**src/rtl/u8up_pkg.sv**
```systemverilog
// Shared types, constants and the case-fold function for the UTF-8 upper-casing transcoder.
`default_nettype none

package u8up_pkg;

    // Code point width and range limits.
    localparam int CP_W = 21;
    localparam logic [CP_W-1:0] SURR_LO = 21'h00D800;
    localparam logic [CP_W-1:0] SURR_HI = 21'h00DFFF;
    localparam logic [CP_W-1:0] CP_MAX  = 21'h10FFFF;

    // Smallest legal code point for each sequence length.
    localparam logic [CP_W-1:0] MIN_CP_2 = 21'h000080;
    localparam logic [CP_W-1:0] MIN_CP_3 = 21'h000800;
    localparam logic [CP_W-1:0] MIN_CP_4 = 21'h010000;

    // Default queue depths.
    localparam int MID_DEPTH_DEF = 4;
    localparam int OUT_DEPTH_DEF = 4;

    // One decoded step as it travels from the front end to the back end.
    typedef struct packed {
        logic            is_cp;    // 1: fold and encode cp, 0: emit raw bytes
        logic [CP_W-1:0] cp;
        logic [3:0][7:0] raw;
        logic [2:0]      count;    // number of raw bytes, 1 to 4
        logic            str_end;
    } mid_entry_t;

    // One output beat.
    typedef struct packed {
        logic [7:0] data;
        logic       run_last;
        logic       string_last;
    } out_beat_t;

    // Simple upper-case fold over ASCII, Latin-1, Latin Extended-A, Greek and Cyrillic.
    function automatic logic [CP_W-1:0] fold_upper(input logic [CP_W-1:0] cp);
        logic [CP_W-1:0] r;
        logic [CP_W-1:0] dn;
        logic            odd;
        dn  = cp - 21'd1;
        odd = cp[0];
        r   = cp;
        priority if (cp >= 21'h61 && cp <= 21'h7A) r = cp - 21'h20;
        else if (cp < 21'h80) r = cp;
        else if (cp >= 21'hE0 && cp <= 21'hFE && cp != 21'hF7) r = cp - 21'h20;
        else if (cp == 21'hFF) r = 21'h178;
        else if (cp == 21'h131) r = 21'h49;
        else if (cp == 21'h17F) r = 21'h53;
        else if (cp >= 21'h100 && cp <= 21'h137) r = odd ? dn : cp;
        else if (cp >= 21'h139 && cp <= 21'h148) r = odd ? cp : dn;
        else if (cp >= 21'h14A && cp <= 21'h177) r = odd ? dn : cp;
        else if (cp >= 21'h179 && cp <= 21'h17E) r = odd ? cp : dn;
        else if (cp == 21'h3AC) r = 21'h386;
        else if (cp >= 21'h3AD && cp <= 21'h3AF) r = cp - 21'h25;
        else if (cp == 21'h3C2) r = 21'h3A3;
        else if (cp >= 21'h3B1 && cp <= 21'h3CB) r = cp - 21'h20;
        else if (cp == 21'h3CC) r = 21'h38C;
        else if (cp >= 21'h3CD && cp <= 21'h3CE) r = cp - 21'h3F;
        else if (cp >= 21'h430 && cp <= 21'h44F) r = cp - 21'h20;
        else if (cp >= 21'h450 && cp <= 21'h45F) r = cp - 21'h50;
        else if (cp >= 21'h460 && cp <= 21'h481) r = odd ? dn : cp;
        else if (cp >= 21'h48A && cp <= 21'h4BF) r = odd ? dn : cp;
        else if (cp >= 21'h4C1 && cp <= 21'h4CE) r = odd ? cp : dn;
        else if (cp >= 21'h4D0 && cp <= 21'h52F) r = odd ? dn : cp;
        else r = cp;
        return r;
    endfunction

endpackage

`default_nettype wire

```
**src/rtl/utf8_uppercase_transcoder_top.sv**
```systemverilog
// UTF-8 upper-casing transcoder: a byte stream in, the upper-cased byte stream out.
// Input channel: a beat (in_byte, string_end) is taken at a clock edge with push high and
// full low. Output channel: while empty is low the oldest beat (out_byte, run_last,
// string_last) is shown, and it is taken at an edge with pop high.
// Each input beat gives zero to four output beats; run_last marks the last beat of one
// input beat, and string_last the last beat of a string.
// The first output beat of an input beat passes the middle queue, the serializer registers
// and the output queue before it shows. Throughput: one input beat per cycle while full is
// low; the back-end serializer sends one output beat per cycle while the output queue has
// room, so an n-byte expansion holds it until all n leave; the middle queue absorbs that.
// Bytes of an unfinished multi-byte sequence stay in the front end and give no beat until
// the sequence completes, breaks or the string ends.
// Reset clears the held sequence and empties both queues; full is low afterwards.
// When the receiver stops popping, the output queue fills, the serializer holds, the
// middle queue fills and full rises; nothing is lost.
`default_nettype none

module utf8_uppercase_transcoder_top
    import u8up_pkg::*;
#(
    parameter int MID_DEPTH = MID_DEPTH_DEF,
    parameter int OUT_DEPTH = OUT_DEPTH_DEF
) (
    input  wire logic       clk,
    input  wire logic       rst_n,
    input  wire logic       push,
    output logic            full,
    input  wire logic [7:0] in_byte,
    input  wire logic       string_end,
    output logic            empty,
    input  wire logic       pop,
    output logic [7:0]      out_byte,
    output logic            run_last,
    output logic            string_last
);

    logic       mid_push;
    logic       mid_full;
    logic       mid_pop;
    logic       mid_empty;
    mid_entry_t mid_wdata;
    mid_entry_t mid_rdata;
    logic       obuf_push;
    logic       obuf_full;
    out_beat_t  obuf_wdata;
    out_beat_t  obuf_rdata;

    assign full = mid_full;

    // Decode and classify.
    u8up_front u_front (
        .clk        (clk),
        .rst_n      (rst_n),
        .in_push    (push),
        .in_byte    (in_byte),
        .string_end (string_end),
        .mid_full   (mid_full),
        .mid_push   (mid_push),
        .mid_data   (mid_wdata)
    );

    // Queue between the front and back ends.
    u8up_fifo #(
        .WIDTH ($bits(mid_entry_t)),
        .DEPTH (MID_DEPTH)
    ) u_mid_fifo (
        .clk      (clk),
        .rst_n    (rst_n),
        .wr_push  (mid_push),
        .wr_data  (mid_wdata),
        .wr_full  (mid_full),
        .rd_pop   (mid_pop),
        .rd_data  (mid_rdata),
        .rd_empty (mid_empty)
    );

    // Fold, encode and serialize.
    u8up_back u_back (
        .clk       (clk),
        .rst_n     (rst_n),
        .mid_empty (mid_empty),
        .mid_data  (mid_rdata),
        .mid_pop   (mid_pop),
        .out_full  (obuf_full),
        .out_push  (obuf_push),
        .out_data  (obuf_wdata)
    );

    // Output queue.
    u8up_fifo #(
        .WIDTH ($bits(out_beat_t)),
        .DEPTH (OUT_DEPTH)
    ) u_out_fifo (
        .clk      (clk),
        .rst_n    (rst_n),
        .wr_push  (obuf_push),
        .wr_data  (obuf_wdata),
        .wr_full  (obuf_full),
        .rd_pop   (pop),
        .rd_data  (obuf_rdata),
        .rd_empty (empty)
    );

    assign out_byte    = obuf_rdata.data;
    assign run_last    = obuf_rdata.run_last;
    assign string_last = obuf_rdata.string_last;

endmodule

`default_nettype wire

```
**src/rtl/u8up_fifo.sv**
```systemverilog
// Small first-in first-out queue built from registers.
`default_nettype none

module u8up_fifo #(
    parameter int WIDTH = 8,
    parameter int DEPTH = 4
) (
    input  wire logic             clk,
    input  wire logic             rst_n,
    input  wire logic             wr_push,
    input  wire logic [WIDTH-1:0] wr_data,
    output logic                  wr_full,
    input  wire logic             rd_pop,
    output logic [WIDTH-1:0]      rd_data,
    output logic                  rd_empty
);

    localparam int PTR_W = (DEPTH > 1) ? $clog2(DEPTH) : 1;
    localparam int CNT_W = $clog2(DEPTH + 1);

    logic [WIDTH-1:0] mem [DEPTH];
    logic [PTR_W-1:0] wr_ptr_reg, wr_ptr_next;
    logic [PTR_W-1:0] rd_ptr_reg, rd_ptr_next;
    logic [CNT_W-1:0] count_reg, count_next;
    logic             wr_en;
    logic             rd_en;

    // Handshake qualification and status.
    assign wr_full  = (count_reg == CNT_W'(DEPTH));
    assign rd_empty = (count_reg == '0);
    assign wr_en    = wr_push && !wr_full;
    assign rd_en    = rd_pop && !rd_empty;
    assign rd_data  = mem[rd_ptr_reg];

    // Pointer and occupancy update with wrap at the last entry.
    always_comb
    begin
        wr_ptr_next = wr_ptr_reg;
        rd_ptr_next = rd_ptr_reg;
        if (wr_en)
        begin
            wr_ptr_next = (wr_ptr_reg == PTR_W'(DEPTH - 1)) ? '0 : wr_ptr_reg + 1'b1;
        end
        if (rd_en)
        begin
            rd_ptr_next = (rd_ptr_reg == PTR_W'(DEPTH - 1)) ? '0 : rd_ptr_reg + 1'b1;
        end
        count_next = count_reg + CNT_W'(wr_en) - CNT_W'(rd_en);
    end

    always_ff @(posedge clk or negedge rst_n)
    begin
        if (!rst_n)
        begin
            wr_ptr_reg <= '0;
            rd_ptr_reg <= '0;
            count_reg  <= '0;
        end
        else
        begin
            wr_ptr_reg <= wr_ptr_next;
            rd_ptr_reg <= rd_ptr_next;
            count_reg  <= count_next;
        end
    end

    // Storage is written only; it needs no reset.
    always_ff @(posedge clk)
    begin
        if (wr_en)
        begin
            mem[wr_ptr_reg] <= wr_data;
        end
    end

endmodule

`default_nettype wire

```
**src/rtl/u8up_front.sv**
```systemverilog
// Front end: accepts input bytes, tracks partial sequences and classifies each step.
`default_nettype none

module u8up_front
    import u8up_pkg::*;
(
    input  wire logic       clk,
    input  wire logic       rst_n,
    input  wire logic       in_push,
    input  wire logic [7:0] in_byte,
    input  wire logic       string_end,
    input  wire logic       mid_full,
    output logic            mid_push,
    output mid_entry_t      mid_data
);

    logic [7:0]      pend_reg [3];
    logic [1:0]      pcount_reg, pcount_next;
    logic [1:0]      expect_reg, expect_next;
    logic [CP_W-1:0] cp_reg, cp_next;

    logic            accept;
    logic            active;
    logic            is_cont;
    logic            lead2, lead3, lead4, lead;
    logic            is_ascii;
    logic [1:0]      eff_cnt;
    logic [1:0]      exp_dec;
    logic [CP_W-1:0] cp_shift;
    logic            bad_cp;
    logic            too_short;
    logic [7:0]      slot_byte;
    logic            slot_used;
    logic            store_en;
    logic [1:0]      store_idx;
    logic            has_out;
    mid_entry_t      entry;

    assign accept = in_push && !mid_full;

    // Byte classification.
    always_comb
    begin
        active   = (pcount_reg != 2'd0) && (expect_reg != 2'd0);
        is_cont  = (in_byte[7:6] == 2'b10);
        lead2    = (in_byte[7:5] == 3'b110);
        lead3    = (in_byte[7:4] == 4'b1110);
        lead4    = (in_byte[7:3] == 5'b11110);
        lead     = lead2 || lead3 || lead4;
        is_ascii = !in_byte[7];
        cp_shift = {cp_reg[CP_W-7:0], in_byte[5:0]};
        exp_dec  = expect_reg - 2'd1;
        unique case (pcount_reg)
            2'd1:    too_short = (cp_shift < MIN_CP_2);
            2'd2:    too_short = (cp_shift < MIN_CP_3);
            default: too_short = (cp_shift < MIN_CP_4);
        endcase
        bad_cp = too_short || ((cp_shift >= SURR_LO) && (cp_shift <= SURR_HI))
                 || (cp_shift > CP_MAX);
    end

    // Step decision: what leaves the front end and what stays held.
    always_comb
    begin
        pcount_next = pcount_reg;
        expect_next = expect_reg;
        cp_next     = cp_reg;
        store_en    = 1'b0;
        store_idx   = 2'd0;
        has_out     = 1'b0;
        eff_cnt     = active ? pcount_reg : 2'd0;
        slot_byte   = in_byte;
        slot_used   = 1'b1;
        entry       = '0;
        entry.is_cp = 1'b0;

        if (active && is_cont)
        begin
            // Continuation of the held sequence.
            if (exp_dec != 2'd0)
            begin
                if (string_end)
                begin
                    has_out     = 1'b1;
                    pcount_next = 2'd0;
                    expect_next = 2'd0;
                    cp_next     = '0;
                end
                else
                begin
                    slot_used   = 1'b0;
                    store_en    = 1'b1;
                    store_idx   = pcount_reg;
                    pcount_next = pcount_reg + 2'd1;
                    expect_next = exp_dec;
                    cp_next     = cp_shift;
                end
            end
            else
            begin
                has_out     = 1'b1;
                entry.is_cp = !bad_cp;
                pcount_next = 2'd0;
                expect_next = 2'd0;
                cp_next     = '0;
            end
        end
        else
        begin
            // No hold or break: held bytes go raw, then the new byte unless it opens a hold.
            if (is_ascii && in_byte >= 8'h61 && in_byte <= 8'h7A)
            begin
                slot_byte = in_byte - 8'h20;
            end
            slot_used   = !(lead && !string_end);
            has_out     = (eff_cnt != 2'd0) || slot_used;
            pcount_next = 2'd0;
            expect_next = 2'd0;
            cp_next     = '0;
            if (lead && !string_end)
            begin
                store_en    = 1'b1;
                store_idx   = 2'd0;
                pcount_next = 2'd1;
                priority if (lead2)
                begin
                    expect_next = 2'd1;
                    cp_next     = CP_W'(in_byte[4:0]);
                end
                else if (lead3)
                begin
                    expect_next = 2'd2;
                    cp_next     = CP_W'(in_byte[3:0]);
                end
                else
                begin
                    expect_next = 2'd3;
                    cp_next     = CP_W'(in_byte[2:0]);
                end
            end
        end

        entry.cp      = cp_shift;
        entry.raw[0]  = (eff_cnt > 2'd0) ? pend_reg[0] : slot_byte;
        entry.raw[1]  = (eff_cnt > 2'd1) ? pend_reg[1] : slot_byte;
        entry.raw[2]  = (eff_cnt > 2'd2) ? pend_reg[2] : slot_byte;
        entry.raw[3]  = slot_byte;
        entry.count   = {1'b0, eff_cnt} + {2'b00, slot_used};
        entry.str_end = string_end;
    end

    assign mid_push = accept && has_out;
    assign mid_data = entry;

    // Sequence state.
    always_ff @(posedge clk or negedge rst_n)
    begin
        if (!rst_n)
        begin
            pcount_reg <= 2'd0;
            expect_reg <= 2'd0;
            cp_reg     <= '0;
        end
        else if (accept)
        begin
            pcount_reg <= pcount_next;
            expect_reg <= expect_next;
            cp_reg     <= cp_next;
        end
    end

    // Held bytes of a partial sequence.
    always_ff @(posedge clk)
    begin
        if (accept && store_en)
        begin
            pend_reg[store_idx] <= in_byte;
        end
    end

endmodule

`default_nettype wire

```
**src/rtl/u8up_back.sv**
```systemverilog
// Back end: folds and re-encodes decoded code points and sends bytes out one beat at a time.
`default_nettype none

module u8up_back
    import u8up_pkg::*;
(
    input  wire logic       clk,
    input  wire logic       rst_n,
    input  wire logic       mid_empty,
    input  wire mid_entry_t mid_data,
    output logic            mid_pop,
    input  wire logic       out_full,
    output logic            out_push,
    output out_beat_t       out_data
);

    logic            ser_valid_reg, ser_valid_next;
    logic [3:0][7:0] ser_bytes_reg, ser_bytes_next;
    logic [2:0]      ser_count_reg, ser_count_next;
    logic [1:0]      ser_idx_reg, ser_idx_next;
    logic            ser_end_reg, ser_end_next;

    logic [CP_W-1:0] folded;
    logic [3:0][7:0] dec_bytes;
    logic [2:0]      dec_count;
    logic            ser_last;
    logic            load;

    // Fold and encode the entry at the head of the queue; raw entries pass unchanged.
    always_comb
    begin
        folded    = fold_upper(mid_data.cp);
        dec_bytes = mid_data.raw;
        dec_count = mid_data.count;
        if (mid_data.is_cp)
        begin
            dec_bytes = '0;
            priority if (folded < MIN_CP_2)
            begin
                dec_bytes[0] = folded[7:0];
                dec_count    = 3'd1;
            end
            else if (folded < MIN_CP_3)
            begin
                dec_bytes[0] = {3'b110, folded[10:6]};
                dec_bytes[1] = {2'b10, folded[5:0]};
                dec_count    = 3'd2;
            end
            else if (folded < MIN_CP_4)
            begin
                dec_bytes[0] = {4'b1110, folded[15:12]};
                dec_bytes[1] = {2'b10, folded[11:6]};
                dec_bytes[2] = {2'b10, folded[5:0]};
                dec_count    = 3'd3;
            end
            else
            begin
                dec_bytes[0] = {5'b11110, folded[20:18]};
                dec_bytes[1] = {2'b10, folded[17:12]};
                dec_bytes[2] = {2'b10, folded[11:6]};
                dec_bytes[3] = {2'b10, folded[5:0]};
                dec_count    = 3'd4;
            end
        end
    end

    // Serializer: one beat per cycle unless out_full, next entry loaded as last beat leaves.
    always_comb
    begin
        ser_last             = (ser_idx_reg == 2'(ser_count_reg - 3'd1));
        out_push             = ser_valid_reg && !out_full;
        out_data.data        = ser_bytes_reg[ser_idx_reg];
        out_data.run_last    = ser_last;
        out_data.string_last = ser_last && ser_end_reg;
        load                 = !ser_valid_reg || (out_push && ser_last);
        mid_pop              = load && !mid_empty;

        ser_valid_next = ser_valid_reg;
        ser_bytes_next = ser_bytes_reg;
        ser_count_next = ser_count_reg;
        ser_idx_next   = ser_idx_reg;
        ser_end_next   = ser_end_reg;
        if (load)
        begin
            ser_valid_next = !mid_empty;
            ser_bytes_next = dec_bytes;
            ser_count_next = dec_count;
            ser_idx_next   = 2'd0;
            ser_end_next   = mid_data.str_end;
        end
        else if (out_push)
        begin
            ser_idx_next = ser_idx_reg + 2'd1;
        end
    end

    always_ff @(posedge clk or negedge rst_n)
    begin
        if (!rst_n)
        begin
            ser_valid_reg <= 1'b0;
            ser_idx_reg   <= 2'd0;
        end
        else
        begin
            ser_valid_reg <= ser_valid_next;
            ser_idx_reg   <= ser_idx_next;
        end
    end

    // Beat payload needs no reset.
    always_ff @(posedge clk)
    begin
        ser_bytes_reg <= ser_bytes_next;
        ser_count_reg <= ser_count_next;
        ser_end_reg   <= ser_end_next;
    end

endmodule

`default_nettype wire
```
**config.mk**
```make
export PLATFORM = sky130hd
export DESIGN_NAME = utf8_uppercase_transcoder_top
export DESIGN_NICKNAME = d
export VERILOG_FILES = /design/src/rtl/u8up_pkg.sv /design/src/rtl/utf8_uppercase_transcoder_top.sv /design/src/rtl/u8up_fifo.sv /design/src/rtl/u8up_front.sv /design/src/rtl/u8up_back.sv
export SDC_FILE = /design/constraint.sdc
export NUM_CORES = 1
export LEC_CHECK = 0
export BUFFER_PORTS_ARGS = -buffer_cell sky130_fd_sc_hd__buf_2
export CAP_MARGIN = 20
export CORE_MARGIN = 8
export CORE_UTILIZATION = 40
export CTS_BUF_LIST = sky130_fd_sc_hd__clkbuf_4 sky130_fd_sc_hd__clkbuf_8
export DETAILED_ROUTE_END_ITERATION = 10
export PLACE_DENSITY = 0.66
export REMOVE_ABC_BUFFERS = 1
export SETUP_SLACK_MARGIN = 0.5
export SYNTH_ARGS = -nofsm -noshare
export SYNTH_HDL_FRONTEND = slang
export SYNTH_SLANG_ARGS = --single-unit
```
**constraint.sdc**
```tcl
create_clock -name clk -period 5.1 [get_ports clk]
set_clock_uncertainty 0.2 [all_clocks]
set_input_delay 1.02 -clock clk [delete_from_list [all_inputs] [get_ports clk]]
set_output_delay 1.02 -clock clk [all_outputs]
set_load 0.01 [all_outputs]
```
==> results of run 1 <==
==> worst register-to-register path, delay by kind of cell, from the launching register on <==
kind | cells | cell delay [ps]
flip-flops | 1 | 510
AO/OA/AOI/OAI | 6 | 1590
AND/OR/NAND/NOR | 3 | 1020
buffers and inverters | 3 | 500
multiplexers | 2 | 720
==> worst max path at each step <==
stage	to	slack, ps	cells after the start
2_1_floorplan	u_back.ser_bytes_reg[13]	-1500	14
3_3_place_gp	u_back.ser_bytes_reg[6]	30	16
3_5_place_dp	u_back.ser_bytes_reg[6]	30	16
4_1_cts	u_back.ser_bytes_reg[6]	470	18
5_1_grt	u_back.ser_bytes_reg[9]	300	15
6_report	u_back.ser_bytes_reg[8]	440	14
==> timing repair <==
item,CTS,global route
resized for setup,45,78
pin swaps,8,30
buffers inserted,24,21
setup endpoints to repair,31,27
==> routing by layer <==
metal,up-vias,GRT usage,share of wire
met4,0,0.0834,0.046
met1,6722,0.299,0.43
met2,702,0.332,0.45
met5,-,0,0
met3,164,0.0344,0.075
li1,5931,-,-
==> synthesized netlist by cell type (19+ instances only) <==
library cell	instances
nand2_1	119
mux4_2	70
inv_1	40
dfrtp_1	36
nor3_1	39
a31oi_1	22
nor2_1	83
nand4_1	30
edfxtp_1	307
and2_1	20
ha_1	37
xnor2_1	26
o21ai_0	62
nand3_1	57
mux2_2	25
nor4_1	19
a21oi_1	53
clkbuf_1	49
==> final cells by class <==
cell class              count  area [um2]
fillers                  3787       21900
flip-flops and latches    343       10100
multi-input cells         912        7530
repair buffers            289        2360
clock buffers              70         845
well taps                 592         741
inverters                  41         154
clock inverters            24         135
==> where the power goes <==
part           switching, W  internal [W]
Clock               0.00101       0.00113
Sequential         0.000333       0.00408
Combinational       0.00405       0.00281
Total               0.00540       0.00801
==> cell families (layout without fill, tap and decap cells) <==
| family | after synthesis | count (layout) | synth area share |
|---|---|---|---|
| simple gates | 466 | 466 | 0.139 |
| buf+inv | 115 | 424 | 0.0264 |
| compound gates | 274 | 274 | 0.106 |
| flops | 343 | 343 | 0.575 |
| xor+xnor | 32 | 32 | 0.0159 |
| fa+ha+maj | 39 | 39 | 0.0286 |
| mux | 101 | 101 | 0.109 |
==> metrics by stage <==
step	TNS, ps	std cells	area [um2]	power, W	hold WS [ps]
finish	0	2271	21900	0.0134	343
global placement	0	2131	20000	0.0106	330
detailed placement	0	2131	20000	0.0106	331
floorplan	-38560	1296	17300	0.00779	283
CTS	0	2249	21300	0.0131	342
global route	0	2271	21900	0.0140	358
==> reports/summary.log, run 1 <==
INFO  global_route   total_grt_overflow=0
INFO  clock_tree     cts.sinks=343
INFO  critical_path  cp.buffers_inverters=3
INFO  power_and_ir_drop pwr_density_cell=613mW/mm2
INFO  critical_path  path_class=reg2reg
INFO  critical_path  cp-end-kind=flip-flop
INFO  routing        drt_first_pass_iters=7
INFO  routing        post_detailed_route_count_of_antenna_violating_nets=0
INFO  yosys          postSynth.topFlopCell=edfxtp_1
INFO  sta            layout_worst_path_cycle_share=0.914
INFO  clock_tree     cts_buffer_depth=3
INFO  finish         diodes=0
INFO  clock_tree     cts_root_buf=clkbuf_8
INFO  yosys          yosys.area.top_type=edfxtp_1
INFO  critical_path  worstRegToRegCells=14
INFO  placement      placed_wire_length_estimate=40.1mm
INFO  critical_path  required=5330ps
INFO  critical_path  slowest_stage=or4b_4
INFO  critical_path  cpLargestDelayFamily=compound AO/OA/AOI/OAI gates
INFO  yosys          syn-cell-area=0.0176mm2
INFO  min_path       min_to=u_front.expect_reg[1]
INFO  placement      count_of_buffers_from_port_buffering=24
INFO  critical_path  crit_path_cell_trace=buf_8 > mux4_2 > or4b_4 > nor2_2 > nor2_1 > buf_4 > a31o_4 > o211ai_4 > mux2i_1 > a2111o_1 > a211oi_4 > buf_6 > a221oi_1 > o21ai_1
INFO  finish         layout.cells.most_common_list=307 x edfxtp_1, 233 x buf_4, 118 x nand2_1
INFO  sta            slew_viol_final=0
INFO  sta            final-setup-viol-count=0
INFO  yosys          synthesis.instances=1370
INFO  clock_tree     cts_tree=built
INFO  routing        drc=0
INFO  die            floorplan.core_area=0.0438mm2
INFO  finish         num-nets-final=1690
INFO  power_and_ir_drop leakage=7.84nW
INFO  min_path       worst_hold_path.num_cells=2
INFO  die            floorplan.io_pins=25
INFO  sta            worst_slew_slack_as_a_fraction_of_its_limit=0.315
INFO  critical_path  regToRegStartpoint=u_mid_fifo.rd_ptr_reg[0]
INFO  finish         drive_gt1_frac=0.342
INFO  critical_path  worst-r2r-setup-slack=440ps
INFO  die            die_width=226um
INFO  die            floorplan_row_count=77
INFO  sta            layout_setup_ws=438ps
INFO  sta            period_needed=4660ps
INFO  global_route   grt_util_all_layers=0.214
INFO  placement      dpl_worst_slack=31.1ps
INFO  yosys          synth-edff-count=307
INFO  die            die_height=226um
INFO  sta            actual_transition_at_the_worst_max_transition_pin=1030ps
INFO  finish         layout.core_utilization=0.499
INFO  critical_path  cp.arrival=4890ps
INFO  yosys          post_synth_num_cell_types=89
INFO  critical_path  worst-path-max-fanout=7
INFO  critical_path  critical_path.startpoint=u_mid_fifo.rd_ptr_reg[0]
INFO  critical_path  critPathLaunchType=flip-flop
INFO  yosys          postSynthAreaPerCell=12.8um2
INFO  finish         final_common_cell=edfxtp_1
INFO  finish         area_delta_synth_final=24.4%
INFO  global_route   number_of_global_route_vias_before_repair=13253
INFO  power_and_ir_drop ir_drop=0.000344V
INFO  clock_tree     path_clk_slew=60ps
INFO  clock_tree     clock_insertion_delay_worst_skew=590ps
INFO  placement      finalWeightedCongestion=0.997
INFO  die            dieArea=0.0509mm2
INFO  yosys          fraction_of_the_yosys_area_taken_by_sequential_cells=0.575
INFO  clock_tree     cts_inserted_buffers=51
INFO  die            start_util=0.401
INFO  sta            setup_repair_after_global_routing_missed_its_margin=yes
INFO  yosys          postSynthRegisterBits=343
INFO  min_path       hold_path.startpoint=u_front.expect_reg[1]
INFO  global_route   largest_net_degree_at_the_start_of_global_routing=53
INFO  sta            timing_hold_violations_final=0
INFO  routing        routed-via-count=13519
INFO  yosys          ys_top_cells_by_area=edfxtp_1 52%, mux4_2 9.0%, dfrtp_1 5.1%
INFO  routing        drt_iter0_drc=1460
INFO  yosys          area_share_of_the_leading_cell_type_in_the_synthesized_netlist=0.524
INFO  sta            max_fclk=214MHz
INFO  routing        via_per_inst=5.95
INFO  clock_tree     cts_hold_repair.buffers=0
INFO  routing        routed_wl=55.5mm
INFO  global_route   number_of_antenna_violations_at_the_first_check_in_global_routing=0
INFO  routing        post_drt_wl_per_cell=24.4um
INFO  min_path       worst_min_delay_path_class=reg2reg
INFO  finish         largest_register_ffs=208
INFO  critical_path  critical-path-max-stage-delay=640ps
INFO  clock_tree     deepest_level_of_the_cts_h_tree=2
INFO  status         run_status=finished clean
INFO  yosys          synth-warning-count=0
INFO  global_route   global_route_wire_length_before_repair=83.1mm
INFO  critical_path  critical_path.reg2reg.endpoint=u_back.ser_bytes_reg[8]
INFO  yosys          ys_async_rst_share=0.105
INFO  run            max_cap_violations=0
Note: power is estimated with default switching activity, not from simulation.
==> run 2: changes to the inputs <==
Settings changed: PLACE_DENSITY 0.66 to not set.
==> run 2 against run 1 <==
  * Critical path depth is 4 higher
  * Combinational power is 6.6% higher
  * Non-clock buffer count is 37 higher
  * Clock power is 9% higher
  * Die area stayed put
  * First-iteration DRC count is 23% lower
  * Maximum frequency is 0.14% lower
  * Final area is 3.9% higher
  * Highest routed layer is now met5
  * Flip-flop and latch count stayed put
  * Setup slack worse by 6.6 ps
  * Via count is 1.7% higher
  * Global-route usage is 0.77 points higher
==> reports/summary.log, run 2 (synthesis results as in run 1) <==
INFO  global_route   number_of_global_route_vias_before_repair=13490
INFO  die            die_width=226um
INFO  global_route   largest_net_degree_at_the_start_of_global_routing=53
INFO  global_route   total_grt_overflow=0
INFO  sta            timing_hold_violations_final=0
INFO  finish         area.sequential=0.0101mm2
INFO  critical_path  path_class=reg2reg
INFO  die            floorplan_row_count=77
INFO  placement      finalWeightedCongestion=0.992
INFO  clock_tree     cts_tree=built
INFO  placement      placed_wire_length_estimate=40.2mm
INFO  global_route   busiest_layer_in_global_routing=met2
INFO  critical_path  regToRegStartpoint=u_mid_fifo.rd_ptr_reg[0]
INFO  die            start_util=0.401
INFO  die            die_height=226um
INFO  finish         area_delta_synth_final=29.3%
INFO  placement      dpl_worst_slack=18.7ps
INFO  critical_path  critical_path.reg2reg.endpoint=u_back.ser_bytes_reg[10]
INFO  clock_tree     cts_buffer_depth=3
INFO  critical_path  cp-end-kind=flip-flop
INFO  sta            worst_slew_slack_as_a_fraction_of_its_limit=0.332
INFO  power_and_ir_drop totalPowerFinal=0.0140W
INFO  clock_tree     cts_root_buf=clkbuf_8
INFO  power_and_ir_drop leakage=8.20nW
INFO  critical_path  critPathLaunchType=flip-flop
INFO  status         run_status=finished clean
INFO  sta            layout_worst_path_cycle_share=0.915
INFO  finish         layout.core_utilization=0.519
INFO  routing        post_detailed_route_count_of_antenna_violating_nets=0
INFO  power_and_ir_drop cell_internal_pwr=0.00841W
INFO  routing        via_per_inst=5.94
INFO  global_route   number_of_antenna_violations_at_the_first_check_in_global_routing=6
INFO  sta            fin_tns_setup=0ps
INFO  global_route   global_route_wire_length_before_repair=85.1mm
INFO  routing        drt_first_pass_iters=5
INFO  clock_tree     cts.sinks=343
INFO  run            max_cap_violations=0
INFO  min_path       worst_min_delay_path_class=in2async
INFO  clock_tree     cts_inserted_buffers=55
INFO  critical_path  required=5370ps
INFO  routing        drc=0
INFO  sta            actual_transition_at_the_worst_max_transition_pin=999ps
INFO  critical_path  worst-r2r-setup-slack=430ps
INFO  die            floorplan.io_pins=25
INFO  clock_tree     path_clk_slew=60ps
INFO  finish         fill_cells=3733
INFO  finish         final_common_cell=edfxtp_1
INFO  die            floorplan.core_area=0.0438mm2
INFO  critical_path  worst-path-max-fanout=6
INFO  die            dieArea=0.0509mm2
INFO  routing        post_drt_wl_per_cell=25.2um
INFO  finish         drive_gt1_frac=0.394
INFO  finish         multiInputGateArea=0.00789mm2
INFO  clock_tree     deepest_level_of_the_cts_h_tree=2
INFO  global_route   grt_util_all_layers=0.222
INFO  finish         diodes=0
INFO  sta            final-setup-viol-count=0
INFO  global_route   globalRouteMet1Util=0.297
INFO  power_and_ir_drop comb_power_share=0.520
INFO  power_and_ir_drop power.share.sequential=0.313
INFO  sta            max_fclk=214MHz
INFO  routing        drt_iter0_drc=1123
INFO  routing        routed-via-count=13746
INFO  sta            slew_viol_final=0
INFO  global_route   use_met3=0.0387
INFO  critical_path  worstRegToRegCells=18
INFO  sta            layout_setup_ws=431ps
INFO  power_and_ir_drop pwr_density_cell=618mW/mm2
INFO  power_and_ir_drop netSwitchingFraction=0.401
INFO  finish         num-nets-final=1733
INFO  finish         largest_register_ffs=208
INFO  sta            setup_repair_after_global_routing_missed_its_margin=yes
INFO  placement      count_of_buffers_from_port_buffering=24
INFO  routing        routed_wl=58.3mm
INFO  global_route   globalRouteMet2Util=0.352
INFO  finish         layout.cells.most_common_list=307 x edfxtp_1, 261 x buf_4, 116 x nand2_1
INFO  power_and_ir_drop ir_drop=0.000342V
INFO  sta            period_needed=4670ps
INFO  power_and_ir_drop p_sw=0.00563W
INFO  power_and_ir_drop share_of_total_power_in_the_clock_network=0.166
INFO  critical_path  cp.arrival=4940ps
INFO  clock_tree     clock_insertion_delay_worst_skew=620ps
## run 2: worst max path at each step
stage	from	endpoint	slack [ps]	cells after the start
after detailed placement	u_mid_fifo.rd_ptr_reg[0]	u_back.ser_bytes_reg[6]	20	16
after floorplan	u_mid_fifo.rd_ptr_reg[0]	u_back.ser_bytes_reg[13]	-1500	14
after global placement	u_mid_fifo.rd_ptr_reg[0]	u_back.ser_bytes_reg[6]	-30	16
after CTS	u_mid_fifo.rd_ptr_reg[0]	u_back.ser_bytes_reg[18]	470	19
final	u_mid_fifo.rd_ptr_reg[0]	u_back.ser_bytes_reg[10]	430	18
after global routing	u_mid_fifo.rd_ptr_reg[0]	u_back.ser_bytes_reg[5]	350	17
## run 2: repair_timing
item / CTS / global route
hold buffers: 0 / 0
cloned: 2 / 2
resized for setup: 82 / 133
setup endpoints to repair: 31 / 29
pin swaps: 32 / 68
buffers inserted: 46 / 56
## run 2: layout make-up
type	instances	area share
Clock inverter	20	0.00677
Multi-Input combinational cell	914	0.347
Sequential cell	343	0.445
Inverter	41	0.00732
Tap cell	592	0.0326
Clock buffer	78	0.0412
Timing Repair Buffer	326	0.120
## run 2: through the flow
stage / std cells / hold slack (ps) / area, um2
after floorplan: 1296 / 283 / 17300
after global placement: 2108 / 321 / 19800
after detailed placement: 2110 / 342 / 19800
after CTS: 2256 / 321 / 21700
after global routing: 2314 / 362 / 22700
final: 2314 / 322 / 22700
## run 2: metal layers
metal | part of all wire | routed length (um)
met5 | 0.00022 | 13
met4 | 0.042 | 2420
met3 | 0.072 | 4180
met2 | 0.47 | 27200
met1 | 0.42 | 24400
## run 2: critical path, cell delays in order (launching register included)
cell	delay [ps]
dfrtp_4	500
buf_12	160
buf_12	140
mux4_2	500
buf_6	160
nor4b_4	330
buf_4	200
buf_6	90
nand4_1	160
buf_4	210
o32ai_2	90
a22o_1	170
a21o_1	200
a41oi_4	170
o31a_1	270
a21o_1	190
a211o_4	370
o221ai_1	190
a22o_1	220
## run 2: power groups by stage
stage,Clock (W),Combinational (W),Sequential (W)
floorplan,0,0.00329,0.00451
global placement,0,0.00608,0.00445
detailed placement,0,0.00602,0.00449
CTS,0.00240,0.00654,0.00441
global route,0.00252,0.00770,0.00448
finish,0.00233,0.00731,0.00440
